$ cat src/design/stsc_pkg.sv
// ----------------------------------------------------------------------------
// stsc_pkg
// Shared types, codes and fixed-point helpers for the spherical sweep cell.
// ----------------------------------------------------------------------------
package stsc_pkg;

  typedef logic signed [47:0] fx_t;    // Q16.32 value
  typedef logic signed [49:0] opnd_t;  // operand of the arithmetic units
  typedef logic signed [51:0] acc_t;   // exact sum before saturation

  localparam fx_t FX_MAX = 48'sh7FFF_FFFF_FFFF;
  localparam fx_t FX_MIN = 48'sh8000_0000_0000;

  localparam int CfgAddrWidth = 3;
  localparam int CfgDataWidth = 48;

  typedef enum logic [CfgAddrWidth-1:0] {
    CFG_QUAD_WEIGHT     = 3'd0,
    CFG_DIRECTION_COS   = 3'd1,
    CFG_ALPHA_UPPER     = 3'd2,
    CFG_ALPHA_LOWER     = 3'd3,
    CFG_CORRECTOR_TAU   = 3'd4,
    CFG_EDGE_FLUX_START = 3'd5
  } cfg_idx_t;

  typedef struct packed {
    logic        [34:0] quad_weight;
    logic signed [33:0] direction_cosine;
    fx_t                alpha_upper;
    fx_t                alpha_lower;
    logic        [32:0] corrector_tau;
    fx_t                edge_flux_start;
  } cfg_t;

  // one queued cell, already classified
  typedef struct packed {
    logic        start_of_sweep;
    logic        cell_is_origin;
    logic        skip;            // zero cosine: no result
    logic [46:0] area_outer;
    logic [46:0] area_inner;
    fx_t         cell_source;
    fx_t         cell_total;
    fx_t         angle_half_in;
    fx_t         scalar_flux_in;
  } cell_t;

  // back-end operation sequence
  typedef enum logic [3:0] {
    ST_G    = 4'd0,   // g = (Ao-Ai)/w
    ST_M1   = 4'd1,   // |mu|*sum
    ST_M2   = 4'd2,   // m1*e
    ST_M3   = 4'd3,   // g*asum
    ST_M4   = 4'd4,   // m3*h
    ST_M5   = 4'd5,   // |mu|*Ar
    ST_M6   = 4'd6,   // g*aU
    ST_PSI  = 4'd7,   // num/den
    ST_M7   = 4'd8,   // w*psi
    ST_M8   = 4'd9,   // (1-tau)*h
    ST_HQ   = 4'd10   // (psi-m8)/tau
  } step_t;

  localparam int NumSteps = 11;

  typedef enum logic [1:0] {
    BK_IDLE,
    BK_ISSUE,
    BK_WAIT,
    BK_FIN
  } bk_state_t;

  function automatic acc_t sx(input fx_t x);
    return {{4{x[47]}}, x};
  endfunction

  function automatic opnd_t wide(input fx_t x);
    return {{2{x[47]}}, x};
  endfunction

  function automatic fx_t sat_fx(input acc_t x);
    if (x[51:47] == 5'b00000 || x[51:47] == 5'b11111) begin
      return x[47:0];
    end
    return x[51] ? FX_MIN : FX_MAX;
  endfunction

  function automatic logic [48:0] mag(input opnd_t x);
    logic [49:0] t;
    t = x[49] ? 50'(-x) : 50'(x);
    return t[48:0];
  endfunction

  // signed result from magnitude, saturated
  function automatic fx_t mag_sat(input logic [65:0] q, input logic neg);
    if (neg) begin
      if (q > 66'h8000_0000_0000) begin
        return FX_MIN;
      end
      return ~q[47:0] + 48'd1;
    end
    if (q > 66'h7FFF_FFFF_FFFF) begin
      return FX_MAX;
    end
    return q[47:0];
  endfunction

endpackage

$ cat src/design/stsc_front.sv
// ----------------------------------------------------------------------------
// stsc_front
// Accepts cells, tags zero-cosine cells and queues them for the back end.
// ----------------------------------------------------------------------------
module stsc_front (
  input  logic                clk,
  input  logic                rst,
  input  logic                s_axis_tvalid,
  output logic                s_axis_tready,
  input  logic [287:0]        s_axis_tdata,
  input  logic [1:0]          s_axis_tuser,
  input  logic signed [33:0]  mu,
  output logic                q_valid,
  output stsc_pkg::cell_t     q_item,
  input  logic                q_pop
);

  stsc_pkg::cell_t slot [0:1];
  stsc_pkg::cell_t in_cell;
  logic            wr_ptr;
  logic            rd_ptr;
  logic [1:0]      count;
  logic            push;

  always_comb begin
    in_cell.start_of_sweep = s_axis_tuser[0];
    in_cell.cell_is_origin = s_axis_tuser[1];
    in_cell.skip           = (mu == 34'sd0);
    in_cell.area_outer     = s_axis_tdata[46:0];
    in_cell.area_inner     = s_axis_tdata[93:47];
    in_cell.cell_source    = s_axis_tdata[141:94];
    in_cell.cell_total     = s_axis_tdata[189:142];
    in_cell.angle_half_in  = s_axis_tdata[237:190];
    in_cell.scalar_flux_in = s_axis_tdata[285:238];
  end

  assign s_axis_tready = (count != 2'd2);
  assign push          = s_axis_tvalid & s_axis_tready;
  assign q_valid       = (count != 2'd0);
  assign q_item        = slot[rd_ptr];

  always_ff @(posedge clk) begin
    if (rst) begin
      wr_ptr <= 1'b0;
      rd_ptr <= 1'b0;
      count  <= 2'd0;
    end else begin
      if (push) begin
        wr_ptr <= ~wr_ptr;
      end
      if (q_pop) begin
        rd_ptr <= ~rd_ptr;
      end
      count <= count + 2'(push) - 2'(q_pop);
    end
  end

  always_ff @(posedge clk) begin
    if (push) begin
      slot[wr_ptr] <= in_cell;
    end
  end

endmodule

$ cat config.mk
export PLATFORM = sky130hd
export DESIGN_NAME = stsc_front
export DESIGN_NICKNAME = d
export VERILOG_FILES = /design/src/design/stsc_pkg.sv /design/src/design/stsc_front.sv
export SDC_FILE = /design/constraint.sdc
export NUM_CORES = 1
export LEC_CHECK = 0
export ABC_AREA = 1
export BUFFER_PORTS_ARGS = -buffer_cell sky130_fd_sc_hd__clkbuf_2
export CORE_MARGIN = 2
export CORE_UTILIZATION = 40
export DETAILED_ROUTE_END_ITERATION = 16
export PLACE_DENSITY = 0.73
export SLEW_MARGIN = 30
export SYNTH_ARGS = -nofsm -noshare
export SYNTH_HDL_FRONTEND = slang
export SYNTH_SLANG_ARGS = --single-unit
$ cat constraint.sdc
create_clock -name clk -period 18.55 [get_ports clk]
set_clock_uncertainty 0.15 [all_clocks]
set_input_delay 1.855 -clock clk [delete_from_list [all_inputs] [get_ports clk]]
set_output_delay 1.855 -clock clk [all_outputs]
set_load 0.02 [all_outputs]
==> metrics.md <==
| Metric | Value |
|---|---|
| Effective utilization at floorplan | `0.4068` |
| Worst reg2reg path depth | `6` |
| Root Buffer Master | `clkbuf_16` |
| Post-synth top cells | `edfxtp_1, mux2_4, mux2_2` |
| Sequential element share of the synthesized area | `0.7927` |
| H-tree depth | `2` |
| CP Data Arrival Time | `3.22 ns` |
| Critical path buffer and inverter count | `3` |
| FFs w/ async S/R, synth | `0` |
| Maximum vdd ir drop | `0.08374 mV` |
| Unrepaired setup endpoints after global routing | `false` |
| Clock tree buffer depth | `3` |
| CP Data Required Time | `16.55 ns` |
| Core area | `54130 µm²` |
| CTS resizes | `0` |
| Total Wirelength | `46340 µm` |
| Mapped Cells | `961` |
| Synthesized area per cell | `22.91 µm²` |
| Worst-skew pair later-pin latency | `0.59 ns` |
| Post-synthesis register bit count | `583` |
| Vias per Instance | `4.749` |
| Flop2flop setup slack | `15.16 ns` |
| Total Neg Setup Slack | `0 ns` |
| Final antenna-violating net count | `0` |
| Hold slack | `0.3690 ns` |
| Period utilization | `0.2818` |
| Dpl cells | `2252` |
| Status | `complete, no violations` |
| CTS clk-pin slew, worst paths | `0.06 ns` |
| Post-Synth Adder-Cell Area | `0.0005682` |
| Number of global-route vias before repair | `11730` |
| Worst r2r src | `count[0]$_SDFF_PP0_` |
| DRC Markers | `0` |
| Pwr Density | `117.2 nW/µm²` |
| Compound-gate portion of the synthesized area | `0.0006818` |
| Synth top area share | `0.7882` |
| Initial antenna violation count | `6` |
| Leak pwr | `10.92 nW` |
| HPWL after detailed placement | `32340 µm` |
| Row cnt | `85` |
| Hold Crit Class | `flip-flop to flip-flop` |
| Top cells by area, synth | `edfxtp_1, mux2_4, mux2_2, buf_6, nor2_1` |
| Hold Path Stages | `2` |
| Synth unique cells | `15` |
| Total track usage | `0.1561` |
| Initial DRC count | `393` |
| CP max stage cell | `dfxtp_4` |
| Startpoint type of the worst setup path | `flip-flop` |
| CP peak stage delay | `0.81 ns` |
| Post-Syn Nets | `1290` |
| Area Overhead vs Synth | `25.71%` |
| # setup viols final | `0` |
| CTS Buf Count | `57` |
| First-pass GRT wire length | `67860 µm` |
| Die X | `238.6 µm` |
| Via count | `11200` |
| Final non-filler cell total | `2359` |
| Mux cell area share after synthesis | `0.1819` |
| Largest family of logic cells by synthesized area | `multiplexers` |
| Min-delay src | `rd_ptr$_SDFFE_PP0P_` |
| DRT Pass-1 Iters | `4` |
| Die height | `238.6 µm` |
| Final hold viol count | `0` |
| Post-synth top flop | `edfxtp_1` |
| Pin count of the biggest net entering global routing | `140` |
| Peak fanout along the critical path | `58` |
| NumNets Final | `1945` |
| RR Endpoint | `slot[1][187]$_DFFE_PP_` |
| Post-synth EDFFs | `578` |
| Kind of critical path | `flip-flop to output pin` |
| Share of cells above drive strength 1 | `0.6008` |
| Leading area contributor after synthesis | `edfxtp_1` |
| Hold Buf Count CTS | `0` |
| Syn. warnings | `0` |
| Port bufs | `616` |
| Sink Count | `583` |
| Gpl congestion | `0.7745` |
| IO Count | `619` |
| Netlist Area Pre-Place | `22020 µm²` |
| WL per Instance | `19.64 µm` |
| Setup crit end kind | `output pin` |
| CTS tree | `yes` |
| Crit path max-delay family | `buffers and inverters` |
| Worst rel slew slack | `0.2149` |
| Slew @ Worst Pin | `1.178 ns` |
| Max Freq | `191.3 MHz` |
| Count leader, synth | `edfxtp_1` |
| Post-Synth XOR/XNOR Area | `0.0007955` |
| Postcts setup bufs | `0` |
| Final Max Tran Viols | `0` |
| Final min period | `5.228 ns` |
| Simple-gate area share of the yosys netlist | `0.007955` |
| Total grt overflow | `0` |
| Die Area | `56950 µm²` |
| CP Cell Sequence | `buf_4 -> buf_6 -> mux2_4 -> clkbuf_2` |
| Max cap viols | `0` |
[sequential cells by signal (all words and copies together), names as in the netlist, named ones only]
name / cells
count: 2
rd_ptr: 1
slot: 578
wr_ptr: 1
[through the flow]
stage          setup WS, ns  utilization  total power (W)  cell area [µm²]
6_report              13.32       0.5114         0.003245            27680
5_1_grt               13.14       0.5113         0.003366            27680
4_1_cts               12.81       0.5106         0.003285            27640
3_5_place_dp          13.19       0.4762         0.002138            25780
3_3_place_gp          13.22       0.4761         0.002124            25770
2_1_floorplan         3.465            -         0.002014            22020
[cells in the final DEF (no fill, tap or decap), types with 2 or more instances in the layout]
cell type / instances
buf_6: 7
edfxtp_1: 578
mux2_4: 200
clkbuf_2: 616
nand2_1: 14
inv_1: 6
clkbuf_16: 59
clkinv_2: 7
buf_4: 3
xnor2_1: 2
nor2_1: 25
bufinv_16: 7
clkbuf_1: 6
nor2_4: 2
inv_6: 2
buf_12: 2
nand3_1: 3
diode_2: 2
dfxtp_1: 4
a21oi_1: 2
clkinv_1: 21
mux2_2: 89
[worst reg2reg max path, stage by stage, from the launching register on]
cell     delay, ns
dfxtp_1       0.33
inv_1         0.05
nand2_1       0.08
nand2_1       0.22
nor2_4        0.73
buf_6         0.65
buf_6         0.72
[cell families after synthesis]
family	Yosys count
AO/OA/AOI/OAI	3
AND/OR/NAND/NOR	45
XOR/XNOR	2
buffers and inverters	38
adder cells (fa/ha/maj)	1
flip-flops	583
multiplexers	289
[metal layers]
| layer | wire [µm] | GRT usage |
|---|---|---|
| met1 | 16400 | 0.1668 |
| met2 | 23310 | 0.2720 |
| met3 | 4983 | 0.06547 |
| met4 | 1589 | 0.06383 |
| met5 | 53 | 0 |
[worst max path at each step]
stage / startpoint / endpoint / slack, ns / cells after the start
floorplan: s_axis_tvalid / slot[0][0]$_DFFE_PP_ / 3.47 / 2
global placement: s_axis_tvalid / slot[1][208]$_DFFE_PP_ / 13.22 / 5
detailed placement: s_axis_tvalid / slot[1][159]$_DFFE_PP_ / 13.19 / 5
CTS: flip-flop / q_item[208] / 12.81 / 4
global route: flip-flop / q_item[258] / 13.14 / 4
finish: flip-flop / q_item[208] / 13.32 / 4
[layout make-up]
cell class / count / area [µm²]
Fill cell: 4289 / 26450
Sequential cell: 583 / 17460
Multi-Input combinational cell: 340 / 4240
Timing Repair Buffer: 628 / 3224
Clock buffer: 65 / 1499
Tap cell: 696 / 870.8
Clock inverter: 39 / 360.3
Inverter: 6 / 22.52
Antenna cell: 2 / 5.005
[where the power goes]
group          internal [W]  switching [W]
clock network      0.000673       0.000467
registers           0.00158      0.0000297
logic              0.000202       0.000293
(Power assumes the default switching activity.)
