==> src/design/stsc_pkg.sv <==
// ----------------------------------------------------------------------------
// stsc_pkg
// Shared types, codes and fixed-point helpers for the spherical sweep cell.
// ----------------------------------------------------------------------------
package stsc_pkg;

  typedef logic signed [47:0] fx_t;    // Q16.32 value
  typedef logic signed [49:0] opnd_t;  // operand of the arithmetic units
  typedef logic signed [51:0] acc_t;   // exact sum before saturation

  localparam fx_t FX_MAX = 48'sh7FFF_FFFF_FFFF;
  localparam fx_t FX_MIN = 48'sh8000_0000_0000;

  localparam int CfgAddrWidth = 3;
  localparam int CfgDataWidth = 48;

  typedef enum logic [CfgAddrWidth-1:0] {
    CFG_QUAD_WEIGHT     = 3'd0,
    CFG_DIRECTION_COS   = 3'd1,
    CFG_ALPHA_UPPER     = 3'd2,
    CFG_ALPHA_LOWER     = 3'd3,
    CFG_CORRECTOR_TAU   = 3'd4,
    CFG_EDGE_FLUX_START = 3'd5
  } cfg_idx_t;

  typedef struct packed {
    logic        [34:0] quad_weight;
    logic signed [33:0] direction_cosine;
    fx_t                alpha_upper;
    fx_t                alpha_lower;
    logic        [32:0] corrector_tau;
    fx_t                edge_flux_start;
  } cfg_t;

  // one queued cell, already classified
  typedef struct packed {
    logic        start_of_sweep;
    logic        cell_is_origin;
    logic        skip;            // zero cosine: no result
    logic [46:0] area_outer;
    logic [46:0] area_inner;
    fx_t         cell_source;
    fx_t         cell_total;
    fx_t         angle_half_in;
    fx_t         scalar_flux_in;
  } cell_t;

  // back-end operation sequence
  typedef enum logic [3:0] {
    ST_G    = 4'd0,   // g = (Ao-Ai)/w
    ST_M1   = 4'd1,   // |mu|*sum
    ST_M2   = 4'd2,   // m1*e
    ST_M3   = 4'd3,   // g*asum
    ST_M4   = 4'd4,   // m3*h
    ST_M5   = 4'd5,   // |mu|*Ar
    ST_M6   = 4'd6,   // g*aU
    ST_PSI  = 4'd7,   // num/den
    ST_M7   = 4'd8,   // w*psi
    ST_M8   = 4'd9,   // (1-tau)*h
    ST_HQ   = 4'd10   // (psi-m8)/tau
  } step_t;

  localparam int NumSteps = 11;

  typedef enum logic [1:0] {
    BK_IDLE,
    BK_ISSUE,
    BK_WAIT,
    BK_FIN
  } bk_state_t;

  function automatic acc_t sx(input fx_t x);
    return {{4{x[47]}}, x};
  endfunction

  function automatic opnd_t wide(input fx_t x);
    return {{2{x[47]}}, x};
  endfunction

  function automatic fx_t sat_fx(input acc_t x);
    if (x[51:47] == 5'b00000 || x[51:47] == 5'b11111) begin
      return x[47:0];
    end
    return x[51] ? FX_MIN : FX_MAX;
  endfunction

  function automatic logic [48:0] mag(input opnd_t x);
    logic [49:0] t;
    t = x[49] ? 50'(-x) : 50'(x);
    return t[48:0];
  endfunction

  // signed result from magnitude, saturated
  function automatic fx_t mag_sat(input logic [65:0] q, input logic neg);
    if (neg) begin
      if (q > 66'h8000_0000_0000) begin
        return FX_MIN;
      end
      return ~q[47:0] + 48'd1;
    end
    if (q > 66'h7FFF_FFFF_FFFF) begin
      return FX_MAX;
    end
    return q[47:0];
  endfunction

endpackage

==> src/design/stsc_mul.sv <==
// ----------------------------------------------------------------------------
// stsc_mul
// Q16.32 multiplier: four 25x25 partial products, floor and saturate.
// ----------------------------------------------------------------------------
module stsc_mul (
  input  logic            clk,
  input  logic            rst,
  input  logic            start,
  input  stsc_pkg::opnd_t a,
  input  stsc_pkg::opnd_t b,
  output logic            done,
  output stsc_pkg::fx_t   res
);

  logic [48:0] ua;
  logic [48:0] ub;
  logic        neg;
  logic        busy;
  logic        fin;
  logic [1:0]  cnt;
  logic [97:0] acc;
  logic [24:0] pa;
  logic [24:0] pb;
  logic [49:0] pp;
  logic [97:0] pp_sh;
  logic [65:0] q;

  always_comb begin
    pa = cnt[0] ? {1'b0, ua[48:25]} : ua[24:0];
    pb = cnt[1] ? {1'b0, ub[48:25]} : ub[24:0];
    pp = 50'(pa) * 50'(pb);
    case (cnt)
      2'd0:    pp_sh = 98'(pp);
      2'd3:    pp_sh = 98'(pp) << 50;
      default: pp_sh = 98'(pp) << 25;
    endcase
    // floor toward minus infinity on the signed value
    q = acc[97:32] + 66'(neg && (acc[31:0] != 32'd0));
  end

  always_ff @(posedge clk) begin
    if (rst) begin
      busy <= 1'b0;
      fin  <= 1'b0;
      done <= 1'b0;
      cnt  <= 2'd0;
    end else begin
      done <= fin;
      fin  <= busy && (cnt == 2'd3);
      if (start) begin
        busy <= 1'b1;
        cnt  <= 2'd0;
      end else if (busy) begin
        cnt <= cnt + 2'd1;
        if (cnt == 2'd3) begin
          busy <= 1'b0;
        end
      end
    end
  end

  always_ff @(posedge clk) begin
    if (start) begin
      ua  <= stsc_pkg::mag(a);
      ub  <= stsc_pkg::mag(b);
      neg <= a[49] ^ b[49];
      acc <= '0;
    end else if (busy) begin
      acc <= acc + pp_sh;
    end
    if (fin) begin
      res <= stsc_pkg::mag_sat(q, neg);
    end
  end

endmodule

==> src/design/stsc_div.sv <==
// ----------------------------------------------------------------------------
// stsc_div
// Q16.32 divider: radix-2 restoring, one quotient bit a cycle, truncating.
// ----------------------------------------------------------------------------
module stsc_div (
  input  logic            clk,
  input  logic            rst,
  input  logic            start,
  input  stsc_pkg::opnd_t a,
  input  stsc_pkg::opnd_t b,
  output logic            done,
  output stsc_pkg::fx_t   res
);

  logic [48:0] un_s;
  logic [48:0] ud_s;
  logic        neg_s;
  logic        sp_zero;
  logic        sp_div0;
  logic        sp_ovf;
  logic        busy;
  logic [5:0]  cnt;
  logic        neg;
  logic [48:0] ud;
  logic [48:0] r;
  logic [46:0] dsh;
  logic [46:0] q;
  logic [49:0] tr;
  logic        ge;
  logic [48:0] r_n;
  logic [46:0] q_n;

  always_comb begin
    un_s    = stsc_pkg::mag(a);
    ud_s    = stsc_pkg::mag(b);
    neg_s   = a[49] ^ b[49];
    sp_zero = (un_s == 49'd0);
    sp_div0 = (ud_s == 49'd0);
    // quotient would reach 2^47: saturate
    sp_ovf  = ({15'd0, un_s} >= {ud_s, 15'd0});
    tr      = {r, dsh[46]};
    ge      = (tr >= {1'b0, ud});
    r_n     = ge ? 49'(tr - {1'b0, ud}) : tr[48:0];
    q_n     = {q[45:0], ge};
  end

  always_ff @(posedge clk) begin
    if (rst) begin
      busy <= 1'b0;
      done <= 1'b0;
      cnt  <= 6'd0;
    end else begin
      done <= 1'b0;
      if (start) begin
        cnt <= 6'd0;
        if (sp_zero || sp_div0 || sp_ovf) begin
          done <= 1'b1;
        end else begin
          busy <= 1'b1;
        end
      end else if (busy) begin
        cnt <= cnt + 6'd1;
        if (cnt == 6'd46) begin
          busy <= 1'b0;
          done <= 1'b1;
        end
      end
    end
  end

  always_ff @(posedge clk) begin
    if (start) begin
      neg <= neg_s;
      ud  <= ud_s;
      r   <= {15'd0, un_s[48:15]};
      dsh <= {un_s[14:0], 32'd0};
      q   <= '0;
      if (sp_zero) begin
        res <= '0;
      end else if (sp_div0) begin
        res <= a[49] ? stsc_pkg::FX_MIN : stsc_pkg::FX_MAX;
      end else if (sp_ovf) begin
        res <= neg_s ? stsc_pkg::FX_MIN : stsc_pkg::FX_MAX;
      end
    end else if (busy) begin
      r   <= r_n;
      dsh <= dsh << 1;
      q   <= q_n;
      if (cnt == 6'd46) begin
        res <= neg ? 48'(-{1'b0, q_n}) : 48'({1'b0, q_n});
      end
    end
  end

endmodule

==> src/design/stsc_back.sv <==
// ----------------------------------------------------------------------------
// stsc_back
// Sequencer that runs one cell through the shared multiplier and divider,
// keeps the edge flux and holds the result register.
// ----------------------------------------------------------------------------
module stsc_back (
  input  logic            clk,
  input  logic            rst,
  input  stsc_pkg::cfg_t  cfg,
  input  logic            q_valid,
  input  stsc_pkg::cell_t q_item,
  output logic            q_pop,
  output logic            m_axis_tvalid,
  input  logic            m_axis_tready,
  output logic [143:0]    m_axis_tdata
);

  stsc_pkg::bk_state_t state;
  stsc_pkg::bk_state_t state_next;
  stsc_pkg::step_t     step;
  stsc_pkg::cell_t     cur;
  stsc_pkg::fx_t       e;
  stsc_pkg::fx_t       res [0:stsc_pkg::NumSteps-1];
  stsc_pkg::fx_t       out_psi;
  stsc_pkg::fx_t       out_scal;
  stsc_pkg::fx_t       out_hout;
  logic                out_valid;
  logic                out_load;

  stsc_pkg::opnd_t     op_a;
  stsc_pkg::opnd_t     op_b;
  logic                use_div;
  logic                mul_start;
  logic                div_start;
  logic                mul_done;
  logic                div_done;
  stsc_pkg::fx_t       mul_res;
  stsc_pkg::fx_t       div_res;

  stsc_pkg::opnd_t     amu;
  stsc_pkg::opnd_t     diff;
  stsc_pkg::opnd_t     onemt;
  stsc_pkg::fx_t       sum;
  stsc_pkg::fx_t       asum;
  stsc_pkg::fx_t       ar;
  stsc_pkg::fx_t       num;
  stsc_pkg::fx_t       den;
  stsc_pkg::fx_t       dh;
  stsc_pkg::fx_t       scal;
  stsc_pkg::fx_t       e_next;
  stsc_pkg::fx_t       hout;

  always_comb begin
    // widen before negating so the most negative cosine keeps its magnitude
    amu   = cfg.direction_cosine[33] ? -stsc_pkg::opnd_t'(cfg.direction_cosine)
                                     : stsc_pkg::opnd_t'(cfg.direction_cosine);
    diff  = $signed({3'd0, cur.area_outer}) - $signed({3'd0, cur.area_inner});
    onemt = 50'sh1_0000_0000 - $signed({17'd0, cfg.corrector_tau});
    sum   = stsc_pkg::sat_fx($signed({5'd0, cur.area_outer})
                             + $signed({5'd0, cur.area_inner}));
    asum  = stsc_pkg::sat_fx(stsc_pkg::sx(cfg.alpha_upper)
                             + stsc_pkg::sx(cfg.alpha_lower));
    // outward form uses the outer area, inward the inner
    ar    = cfg.direction_cosine[33] ? {1'b0, cur.area_inner} : {1'b0, cur.area_outer};
    num   = stsc_pkg::sat_fx(stsc_pkg::sx(res[stsc_pkg::ST_M2])
                             + stsc_pkg::sx(res[stsc_pkg::ST_M4])
                             + stsc_pkg::sx(cur.cell_source));
    den   = stsc_pkg::sat_fx((stsc_pkg::sx(res[stsc_pkg::ST_M5]) <<< 1)
                             + (stsc_pkg::sx(res[stsc_pkg::ST_M6]) <<< 1)
                             + stsc_pkg::sx(cur.cell_total));
    dh    = stsc_pkg::sat_fx(stsc_pkg::sx(res[stsc_pkg::ST_PSI])
                             - stsc_pkg::sx(res[stsc_pkg::ST_M8]));
    scal  = stsc_pkg::sat_fx(stsc_pkg::sx(cur.scalar_flux_in)
                             + stsc_pkg::sx(res[stsc_pkg::ST_M7]));
    e_next = stsc_pkg::sat_fx((stsc_pkg::sx(res[stsc_pkg::ST_PSI]) <<< 1)
                              - stsc_pkg::sx(e));
    hout  = cur.cell_is_origin ? cur.angle_half_in : res[stsc_pkg::ST_HQ];
  end

  // operand routing per step
  always_comb begin
    use_div = 1'b0;
    op_a    = '0;
    op_b    = '0;
    case (step)
      stsc_pkg::ST_G: begin
        use_div = 1'b1;
        op_a    = diff;
        op_b    = $signed({15'd0, cfg.quad_weight});
      end
      stsc_pkg::ST_M1: begin
        op_a = amu;
        op_b = stsc_pkg::wide(sum);
      end
      stsc_pkg::ST_M2: begin
        op_a = stsc_pkg::wide(res[stsc_pkg::ST_M1]);
        op_b = stsc_pkg::wide(e);
      end
      stsc_pkg::ST_M3: begin
        op_a = stsc_pkg::wide(res[stsc_pkg::ST_G]);
        op_b = stsc_pkg::wide(asum);
      end
      stsc_pkg::ST_M4: begin
        op_a = stsc_pkg::wide(res[stsc_pkg::ST_M3]);
        op_b = stsc_pkg::wide(cur.angle_half_in);
      end
      stsc_pkg::ST_M5: begin
        op_a = amu;
        op_b = stsc_pkg::wide(ar);
      end
      stsc_pkg::ST_M6: begin
        op_a = stsc_pkg::wide(res[stsc_pkg::ST_G]);
        op_b = stsc_pkg::wide(cfg.alpha_upper);
      end
      stsc_pkg::ST_PSI: begin
        use_div = 1'b1;
        op_a    = stsc_pkg::wide(num);
        op_b    = stsc_pkg::wide(den);
      end
      stsc_pkg::ST_M7: begin
        op_a = $signed({15'd0, cfg.quad_weight});
        op_b = stsc_pkg::wide(res[stsc_pkg::ST_PSI]);
      end
      stsc_pkg::ST_M8: begin
        op_a = onemt;
        op_b = stsc_pkg::wide(cur.angle_half_in);
      end
      stsc_pkg::ST_HQ: begin
        use_div = 1'b1;
        op_a    = stsc_pkg::wide(dh);
        op_b    = $signed({17'd0, cfg.corrector_tau});
      end
      default: begin
        use_div = 1'b0;
      end
    endcase
  end

  always_comb begin
    state_next = state;
    q_pop      = 1'b0;
    mul_start  = 1'b0;
    div_start  = 1'b0;
    out_load   = 1'b0;
    case (state)
      stsc_pkg::BK_IDLE: begin
        if (q_valid) begin
          q_pop      = 1'b1;
          state_next = q_item.skip ? stsc_pkg::BK_IDLE : stsc_pkg::BK_ISSUE;
        end
      end
      stsc_pkg::BK_ISSUE: begin
        mul_start  = ~use_div;
        div_start  = use_div;
        state_next = stsc_pkg::BK_WAIT;
      end
      stsc_pkg::BK_WAIT: begin
        if (mul_done || div_done) begin
          state_next = (step == stsc_pkg::ST_HQ) ? stsc_pkg::BK_FIN
                                                 : stsc_pkg::BK_ISSUE;
        end
      end
      stsc_pkg::BK_FIN: begin
        if (!out_valid || m_axis_tready) begin
          out_load   = 1'b1;
          state_next = stsc_pkg::BK_IDLE;
        end
      end
      default: begin
        state_next = stsc_pkg::BK_IDLE;
      end
    endcase
  end

  always_ff @(posedge clk) begin
    if (rst) begin
      state     <= stsc_pkg::BK_IDLE;
      out_valid <= 1'b0;
      e         <= '0;
      step      <= stsc_pkg::ST_G;
    end else begin
      state     <= state_next;
      out_valid <= out_load | (out_valid & ~m_axis_tready);
      if (q_pop) begin
        step <= stsc_pkg::ST_G;
        if (q_item.start_of_sweep) begin
          e <= cfg.edge_flux_start;
        end
      end else if (state == stsc_pkg::BK_WAIT && (mul_done || div_done)
                   && step != stsc_pkg::ST_HQ) begin
        step <= stsc_pkg::step_t'(step + 4'd1);
      end
      if (out_load) begin
        e <= e_next;
      end
    end
  end

  always_ff @(posedge clk) begin
    if (q_pop) begin
      cur <= q_item;
    end
    if (state == stsc_pkg::BK_WAIT && (mul_done || div_done)) begin
      res[step] <= mul_done ? mul_res : div_res;
    end
    if (out_load) begin
      out_psi  <= res[stsc_pkg::ST_PSI];
      out_scal <= scal;
      out_hout <= hout;
    end
  end

  assign m_axis_tvalid = out_valid;
  assign m_axis_tdata  = {out_hout, out_scal, out_psi};

  stsc_mul u_mul (
    .clk   (clk),
    .rst   (rst),
    .start (mul_start),
    .a     (op_a),
    .b     (op_b),
    .done  (mul_done),
    .res   (mul_res)
  );

  stsc_div u_div (
    .clk   (clk),
    .rst   (rst),
    .start (div_start),
    .a     (op_a),
    .b     (op_b),
    .done  (div_done),
    .res   (div_res)
  );

endmodule

==> config.mk <==
export PLATFORM = sky130hd
export DESIGN_NAME = stsc_back
export DESIGN_NICKNAME = d
export VERILOG_FILES = /design/src/design/stsc_pkg.sv /design/src/design/stsc_mul.sv /design/src/design/stsc_div.sv /design/src/design/stsc_back.sv
export SDC_FILE = /design/constraint.sdc
export NUM_CORES = 2
export LEC_CHECK = 0
export BUFFER_PORTS_ARGS = -buffer_cell sky130_fd_sc_hd__buf_2
export CORE_UTILIZATION = 35
export CTS_CLUSTER_DIAMETER = 200
export CTS_CLUSTER_SIZE = 14
export DETAILED_ROUTE_END_ITERATION = 6
export GPL_TIMING_DRIVEN = 0
export PLACE_DENSITY = 0.49
export REMOVE_ABC_BUFFERS = 1
export SYNTH_ARGS = -nofsm -noshare
export SYNTH_HDL_FRONTEND = slang
export SYNTH_SLANG_ARGS = --single-unit
==> constraint.sdc <==
create_clock -name clk -period 66.7 [get_ports clk]
set_input_delay 6.67 -clock clk [delete_from_list [all_inputs] [get_ports clk]]
set_output_delay 6.67 -clock clk [all_outputs]
set_load 0.05 [all_outputs]
==> reports/results.tsv <==
metric	value	unit
Synth area leaders	edfxtp_1, fa_1, ha_1	
gpl congestion	1.03	
hold crit path type	reg2reg	
Final Total Pwr	2.96	mW
Logic pwr share	0.368	
Ys Warns	0	
Syn Inst Count	11900	
sequential area share after synthesis	0.361	
VDD IR max	0.0300	mV
grt met1 use	0.446	
Routed WL	550000	µm
post-synth top area cell	edfxtp_1	
PwrDens	22.6	nW/µm²
Final Cell Area	131000	µm²
max incr delay on CP	1.38	ns
CTS tree	yes	
initial antenna violation count	127	
global routing usage on met3	0.0710	
commonest cells after routing, fill and taps aside	edfxtp_1, inv_1, nor2_1	
DR DRC count	17	
Clk network pwr share	0.239	
Hold Crit Depth	1	
clock buffer depth	4	
DR iter-0 viols	12600	
Worst-Skew Late Latency	0.96	ns
Synth Area per Inst	9.81	µm²
Clock Root Buffer	clkbuf_16	
final worst slack	49.18	ns
Boundary Pins	685	
First-pass DRT Iterations	7	
final hold viol count	0	
port bufs	684	
Die X	579	µm
Reg2Reg Depth	53	
Post-DP Area	127000	µm²
CP endpoint kind	flip-flop	
Main synth FF type	edfxtp_1	
worst slack at placement	49.13	ns
worst r2r dst	u_mul.acc[94]	
Hold Crit Start	e[45]	
fmax	57.1	MHz
routed vias/inst	5.96	
Global Route Usage Sum	0.318	
RSZ-0062 raised after global routing	no	
Crit path required time	67.30	ns
Synth Register Bits	1480	
global-route wire length before repair	750000	µm
min cycle time layout	17.52	ns
GRT busiest layer	met2	
Int Power	1.81	mW
Final HPWL DP	440000	µm
post_cts resized	0	
fin nets	14300	
Std-Cell Rows	211	
Global Route met2 Usage	0.463	
vias in the first global route	94700	
clk sinks	1480	
post-route clock period utilization	0.263	
Worst Max-Slew Pin Slew	1.68	ns
ys async rst share	0	
share of cells above drive strength 1	0.110	
CP max-delay cell	nor4_1	
worst hold slack	0.463	ns
outcome	complete, but fails checks	
Psw	1.15	mW
Final Slew Violations	32	
Synth cell types	130	
crit path max fanout	33	
setup bufs post-CTS	0	
Routed Antenna Nets	0	
Maximum Capacitance Violations	8	
largest net degree at the start of global routing	104	
total core area	331000	µm²
sequential share of power	0.393	
Rel. slew slack	-0.131	
Cell Area, Synth	117000	µm²
starting density of the core	0.353	
Worst R2R Start	u_mul.cnt[1]	
sw frac	0.388	
failing checks	design-rule violations, max-capacitance violations, max-slew violations	
clock-pin slew on the worst setup and hold paths	0.07	ns
startpoint types	input pin	
Worst Path Arrival	18.12	ns
cts hold-fix bufs	0	
reg-to-reg setup timing slack	50.78	ns
Pleak	53.5	nW
number of synthesized flops with an enable pin	1253	
vias after detailed routing	100000	
total grt overflow	0	
TritonCTS buffer count	120	
critical path class	in2reg	
top cell type's share of synthesized area	0.322	
Hold EP	e[45]	
setup violators final	0	
H-tree depth	3	
area delta synth->final	11.9	%
DR WL/cell	32.7	µm
clk_skew	0.113	ns
Die ar.	336000	µm²
Die H	579	µm
commonest non-fill, non-tap cell in the layout	edfxtp_1	
per-layer routing:
metal / vias to the layer above / routed length (µm)
met1: 50700 / 239000
met4: 72 / 31000
met3: 1028 / 50400
li1: 43500 / -
met5: - / 468
met2: 5162 / 229000
power groups by stage:
stage          registers, mW  clock network (mW)  logic, mW
2_1_floorplan           1.16                   0      0.665
3_3_place_gp            1.20                   0       1.03
3_5_place_dp            1.18                   0       1.06
4_1_cts                 1.16               0.719       1.07
5_1_grt                 1.17               0.745       1.17
6_report                1.16               0.705       1.09
metrics by stage:
step                      setup TNS [ns]   util  std cells
after floorplan                        0      -      11400
after global placement            -90.71  0.373      16400
after detailed placement               0  0.384      16600
after CTS                              0  0.394      16800
after global routing                   0  0.394      16800
final                                  0  0.395      16800
logic make-up (layout without fill, tap and decap cells):
| family | count (synthesis) | after routing | synth area share |
|---|---|---|---|
| flip-flops | 1480 | 1480 | 0.361 |
| multiplexers | 380 | 380 | 0.0343 |
| AND/OR/NAND/NOR | 3313 | 3313 | 0.134 |
| adder cells (fa/ha/maj) | 1412 | 1412 | 0.192 |
| AO/OA/AOI/OAI | 2971 | 2971 | 0.171 |
| other | 1 | 64 | 0.0000321 |
| XOR/XNOR | 754 | 754 | 0.0567 |
| buffers and inverters | 1584 | 2109 | 0.0518 |
worst max-delay path, delay by kind of cell:
family                   cells  cell delay, ns
AO/OA/AOI/OAI               13            3.52
adder cells (fa/ha/maj)      1            0.41
buffers and inverters        2            0.37
AND/OR/NAND/NOR             12            6.06
XOR/XNOR                     2            1.03
sequential cells by signal (all words and copies together) (netlist names), 49 cells and up:
signal and cells:
cur 287, res 528, u_div.r 49, u_div.ud 49, u_mul.acc 98, u_mul.ua 49, u_mul.ub 49
Yosys cell counts, types with 227 or more instances:
cell / count
xor2_1: 278
clkbuf_1: 422
mux2i_1: 233
ha_1: 765
inv_1: 1061
nand2_1: 964
edfxtp_1: 1253
o21ai_0: 502
a21o_1: 367
xnor2_1: 475
a21oi_1: 816
nand3_1: 247
fa_1: 632
dfxtp_1: 227
nor2_1: 1049
worst max-delay path by stage:
stage / startpoint / end / slack [ns] / depth (start not counted)
after floorplan: q_valid / e[10] / 28.88 / 6
after global placement: q_valid / e[3] / -3.31 / 7
after detailed placement: cfg[181] / u_div.res[29] / 49.13 / 29
after CTS: cfg[181] / u_div.res[12] / 50.05 / 29
after global routing: cfg[181] / u_div.res[12] / 49.52 / 30
final: cfg[181] / u_div.res[12] / 49.18 / 30
layout make-up:
class,count,area [µm²]
clock inverters,5,67.6
repair buffers,847,6240
diodes,60,150
inverters,1066,4020
clock buffers,191,3310
flip-flops and latches,1480,42200
fillers,32800,200000
multi-input cells,8834,69200
well taps,4366,5460
(Power assumes the default switching activity.)
